$ cat src/hdl/pfla_pkg.sv
// Shared types, codes and defaults for the page free-list allocator.
// Used by pfla_cfg_regs and page_free_list_allocator; depends on nothing.
package pfla_pkg;

  localparam int AddrW = 40;
  localparam int PaddrW = 4;
  localparam int PdataW = 64;

  localparam int PageShiftDefault = 12;
  localparam int PageCountDefault = 4096;

  localparam logic [AddrW-1:0] RegionStartReset = 40'h00_4000_0000;
  localparam logic [AddrW-1:0] RegionEndReset = 40'h00_4100_0000;

  // Register index, taken from paddr[3] (registers are 8 bytes apart).
  localparam logic RegRegionStart = 1'b0;
  localparam logic RegRegionEnd = 1'b1;

  localparam logic [1:0] KindFreeRange = 2'd0;
  localparam logic [1:0] KindFreePage = 2'd1;
  localparam logic [1:0] KindAlloc = 2'd2;

  localparam logic [1:0] StatusOk = 2'd0;
  localparam logic [1:0] StatusMisaligned = 2'd1;
  localparam logic [1:0] StatusOutside = 2'd2;
  localparam logic [1:0] StatusEmpty = 2'd3;

  typedef struct packed {
    logic [1:0]       kind;
    logic [AddrW-1:0] address;
    logic [AddrW-1:0] end_address;
  } in_item_t;

  typedef struct packed {
    logic [AddrW-1:0] page_address;
    logic             granted;
    logic [1:0]       status;
  } out_item_t;

  typedef struct packed {
    logic [AddrW-1:0] region_start;
    logic [AddrW-1:0] region_end;
  } cfg_t;

endpackage

$ cat src/hdl/pfla_cfg_regs.sv
// APB-style register file holding the managed region bounds.
// Depends on pfla_pkg for the register codes, reset values and cfg_t.
module pfla_cfg_regs (
  input  logic                       clk_i,
  input  logic                       rst_ni,
  input  logic                       psel_i,
  input  logic                       penable_i,
  input  logic                       pwrite_i,
  input  logic [pfla_pkg::PaddrW-1:0] paddr_i,
  input  logic [pfla_pkg::PdataW-1:0] pwdata_i,
  output logic [pfla_pkg::PdataW-1:0] prdata_o,
  output logic                       pready_o,
  output pfla_pkg::cfg_t             cfg_o
);

  logic [pfla_pkg::AddrW-1:0] start_q, start_d;
  logic [pfla_pkg::AddrW-1:0] end_q, end_d;
  logic                       wr_en;
  logic                       reg_sel;

  assign wr_en = psel_i && penable_i && pwrite_i && pready_o;
  assign reg_sel = paddr_i[3];
  assign pready_o = 1'b1;

  always_comb begin
    start_d = start_q;
    end_d = end_q;
    if (wr_en) begin
      case (reg_sel)
        pfla_pkg::RegRegionStart: start_d = pwdata_i[pfla_pkg::AddrW-1:0];
        pfla_pkg::RegRegionEnd:   end_d = pwdata_i[pfla_pkg::AddrW-1:0];
        default: ;
      endcase
    end
  end

  always_ff @(posedge clk_i or negedge rst_ni) begin
    if (!rst_ni) begin
      start_q <= pfla_pkg::RegionStartReset;
      end_q <= pfla_pkg::RegionEndReset;
    end else begin
      start_q <= start_d;
      end_q <= end_d;
    end
  end

  always_comb begin
    case (reg_sel)
      pfla_pkg::RegRegionStart: prdata_o = pfla_pkg::PdataW'(start_q);
      pfla_pkg::RegRegionEnd:   prdata_o = pfla_pkg::PdataW'(end_q);
      default:                  prdata_o = '0;
    endcase
  end

  assign cfg_o.region_start = start_q;
  assign cfg_o.region_end = end_q;

endmodule

$ cat config.mk
export PLATFORM = sky130hd
export DESIGN_NAME = pfla_cfg_regs
export DESIGN_NICKNAME = d
export VERILOG_FILES = /design/src/hdl/pfla_pkg.sv /design/src/hdl/pfla_cfg_regs.sv
export SDC_FILE = /design/constraint.sdc
export NUM_CORES = 1
export LEC_CHECK = 0
export ABC_AREA = 0
export ABC_CLOCK_PERIOD_IN_PS = 1200
export BUFFER_PORTS_ARGS = -buffer_cell sky130_fd_sc_hd__buf_2
export CAP_MARGIN = 25
export CORE_ASPECT_RATIO = 0.6
export CORE_UTILIZATION = 44
export CTS_CLUSTER_SIZE = 24
export DETAILED_ROUTE_END_ITERATION = 16
export PLACE_DENSITY = 0.76
export SLEW_MARGIN = 20
export SYNTH_ARGS = -nofsm -noshare
export SYNTH_HDL_FRONTEND = slang
export SYNTH_SLANG_ARGS = --single-unit
$ cat constraint.sdc
create_clock -name clk_i -period 1.2 [get_ports clk_i]
set_input_delay 0.24 -clock clk_i [delete_from_list [all_inputs] [get_ports clk_i]]
set_output_delay 0.24 -clock clk_i [all_outputs]
set_load 0.01 [all_outputs]
# Word level (Yosys, flattened, before mapping)
# Index checks and enable logic that the tools add are counted.
# classes
n_mux	1
bitwise_logic	1
reduce_logical	4
# op_table
cell	n
$pmux W64 S2	1
$reduce_and A2 Y1	2
$logic_and A1 B1 Y1	2
$not A1 Y1	1
# totals
register_bits	80
inputBits	73
output_inout_bits	145

# Depth between registers and ports, before layout
# depth
word_depth	3
depth_mapped	4
mapped_depth_nobuf	2

# Worst setup path before layout
# No wires, ideal clock.
# synth_timing
path_kind	input port to output port
from	input paddr_i[3] (netlist name)
to	output prdata_o[0] (netlist name)
arrival_ns	0.908
slack_ns	0.052
stages	3
n_path_buf	2
path_cell_list	buf_6 buf_2 mux2_2
# synth_via
elab_chain_len	2
# synth_rtl
item	line_no	text
from (decl)	pfla_cfg_regs.sv:9	input logic [pfla_pkg::PaddrW-1:0] paddr_i,
$not A1 Y1	--	
$pmux W64 S2 (*)	pfla_cfg_regs.sv:48	case (reg_sel)
to (decl)	pfla_cfg_regs.sv:11	output logic [pfla_pkg::PdataW-1:0] prdata_o,
# Mark *: on every way between the ends. The rest lies on a longest branch, timed or not. The select of a mux whose other input is x is not followed.

# Worst setup path after layout
# layout_timing
from	register end_q[20] (netlist name)
to	output prdata_o[20] (netlist name)
# layout_via
elab_chain_len	1
# layout_rtl
item	line_no	text
from (decl)	pfla_cfg_regs.sv:17	logic [pfla_pkg::AddrW-1:0] end_q, end_d;
from (signal assigned)	pfla_cfg_regs.sv:40	end_q <= pfla_pkg::RegionEndReset;
from (signal assigned)	pfla_cfg_regs.sv:43	end_q <= end_d;
$pmux W64 S2	pfla_cfg_regs.sv:48	
# Every way passes these cells. The select of a mux whose other input is x is not followed.

==> out/results.txt <==
Boundary Pins -> 218
Final worst slack -> -202 ps
Critical Path Start Type -> flip-flop
Synth Area per Inst -> 16.0 um2
Starting density of the core -> 0.454
Worst vdd ir -> 1130 uV
Initial DRC Count -> 129
Mapped Area -> 3870 um2
CP Capture Type -> primary output
YS warnings -> 0
Post-Synthesis Cells -> 242
CTS Sinks -> 80
Ranking of synthesized cells by area -> dfrtp_1, mux2_2, mux2_4
Clk pin slew, worst setup/hold paths -> 60 ps
Seq pwr share -> 0.321
Number of failing hold endpoints at the final stage -> 0
Clock Latency Late Sink -> 330 ps
DR WL/cell -> 19.2 um
Pin count of the biggest net entering global routing -> 39
Hold Path Class -> primary input to flip-flop
Layout cells sized above 1 -> 0.780
Synthesis-stage register bit count -> 80
Yosys top cell area share -> 0.498
Mean number of vias per cell -> 4.80
Final GP Congestion -> 0.757
Leakage power -> 3.48 nW
Worst clock skew -> 0 ps
Area delta synth->final -> 72.0%
Switching Power -> 3.41 mW
Clk network pwr share -> 0.230
Combinational Power Share -> 0.450
Net Sw Frac -> 0.285
Final Net Count -> 560
Core ar. -> 8520 um2
Yosys top cell by area -> dfrtp_1
Sequential element share of the synthesized area -> 0.518
RSZ-0062 raised after global routing -> true
Row Count -> 26
Failing checks -> negative setup slack
Status -> complete, but fails checks
Total power -> 12.0 mW
Crit path max fanout -> 3
DRT antenna net count -> 0
Crit path kind -> flip-flop to primary output
Max Slew Vio Count -> 0
P per Cell Area -> 1800 nW/um2
First-pass GRT wire length -> 15.5 mm
Grt ovf -> 0
Die H -> 74.6 um
Antenna Diode Count -> 0
Initial antenna violation count -> 0
Total Routing Usage GR -> 0.228
Post-Route WL -> 11.6 mm
Drt drc -> 0
Number of global-route vias before repair -> 2902
Die X -> 123 um
Dpl ws -> -218 ps
Clock Tree Buf Depth -> 2
Via count -> 2901
CTS buffer count -> 9
Final Setup Violations -> 75
Netlist cell types -> 11
H-tree lvl count -> 3
CP required -> 960 ps
CTS root buf -> clkbuf_16
FILL cells -> 479
Highest clock frequency the design can meet -> 713 MHz
Hpwl dp -> 6.09 mm
CTS tree -> done
Port buffer count -> 165
Post-route clock period utilization -> 1.17
Crit path time final -> 1400 ps
Hold slack -> 154 ps
DRT Pass-1 Iters -> 4
Final core utilization -> 0.781
Max Cap Viol -> 0
Worst EP arrival -> 1160 ps
Internal power -> 8.56 mW
Die ar. -> 9180 um2
-- final timing paths --
kind / start / endpoint / slack, ps / cells past startpoint
worst max register to register: start_q[25]$_DFFE_PN0P_ / start_q[25]$_DFFE_PN0P_ / 170 / 3
max in group asynchronous: rst_ni / end_q[25]$_DFFE_PN0P_ / 360 / 3
min in group asynchronous: rst_ni / start_q[34]$_DFFE_PN0P_ / 340 / 2
worst max-delay path: end_q[20]$_DFFE_PN0P_ / prdata_o[20] / -200 / 2
worst min-delay path: pwdata_i[15] / start_q[15]$_DFFE_PN0P_ / 150 / 2
worst min register to register: end_q[15]$_DFFE_PN0P_ / end_q[15]$_DFFE_PN0P_ / 530 / 1
-- worst max-delay path, cell delays in order (launching register included) --
cell,delay (ps)
dfrtp_1,410
mux2_2,300
buf_6,120
-- per-stage QoR --
step,std cells,area [um2],TNS [ps]
finish,604,6650,-7700
global placement,517,4840,-18970
global route,604,6650,-10670
CTS,590,6270,-7370
floorplan,265,3960,0
detailed placement,517,4840,-17770
-- kinds of logic after synthesis --
family / synth area share
flip-flops: 0.518
other: 0.00194
buffers and inverters: 0.0799
AND/OR/NAND/NOR: 0.0116
multiplexers: 0.388
-- final cells by class --
type,count,area [um2],area share
timing repair buffer,249,2420,0.364
sequential,80,2010,0.301
multi-input combinational,147,1780,0.268
clock buffer,13,260,0.0391
tap,112,140,0.0211
clock inverter,3,40.0,0.00602
-- metal layers --
metal / global-route usage / routed length [um]
met4: 0.0589 / 74
met1: 0.276 / 4700
met3: 0.0644 / 634
met5: 0 / 0
met2: 0.409 / 6210
-- power by group through the flow --
stage,sequential [mW],combinational [mW],clock (mW)
3_5_place_dp,3.83,2.83,0
5_1_grt,3.89,5.69,2.91
3_3_place_gp,3.79,2.78,0
2_1_floorplan,4.02,1.39,0
6_report,3.84,5.39,2.75
4_1_cts,3.73,4.71,2.80
-- cell usage in the layout, fill, tap and decap left out --
cell / count
buf_6: 156
bufinv_16: 1
nand4b_4: 1
mux2_4: 78
buf_12: 10
clkbuf_1: 2
mux2_2: 39
clkbuf_8: 2
clkbuf_16: 9
nand4_4: 1
clkinv_2: 2
dfstp_2: 3
conb_1: 25
buf_4: 19
mux2_1: 3
dfrtp_1: 77
dlygate4sd3_1: 1
buf_2: 63
-- Yosys cell counts --
cell type / instances
nand4b_4: 1
conb_1: 2
nand4_4: 1
dfrtp_1: 77
dfstp_2: 3
buf_6: 9
mux2_4: 40
buf_4: 25
buf_2: 4
mux2_1: 3
mux2_2: 77
-- state kept, by name, indices dropped and copies added (netlist names) --
signal	flops
end_q	40
start_q	40
-- timing repair --
| action | in CTS | in global routing |
|---|---|---|
| endpoints found under the hold margin | 14 | 0 |
| hold buffers | 1 | 0 |
| resized for setup | 129 | 76 |
| setup buffers | 56 | 33 |
| endpoints found under the setup margin | 43 | 97 |
Power figures use the tool's default switching activity.
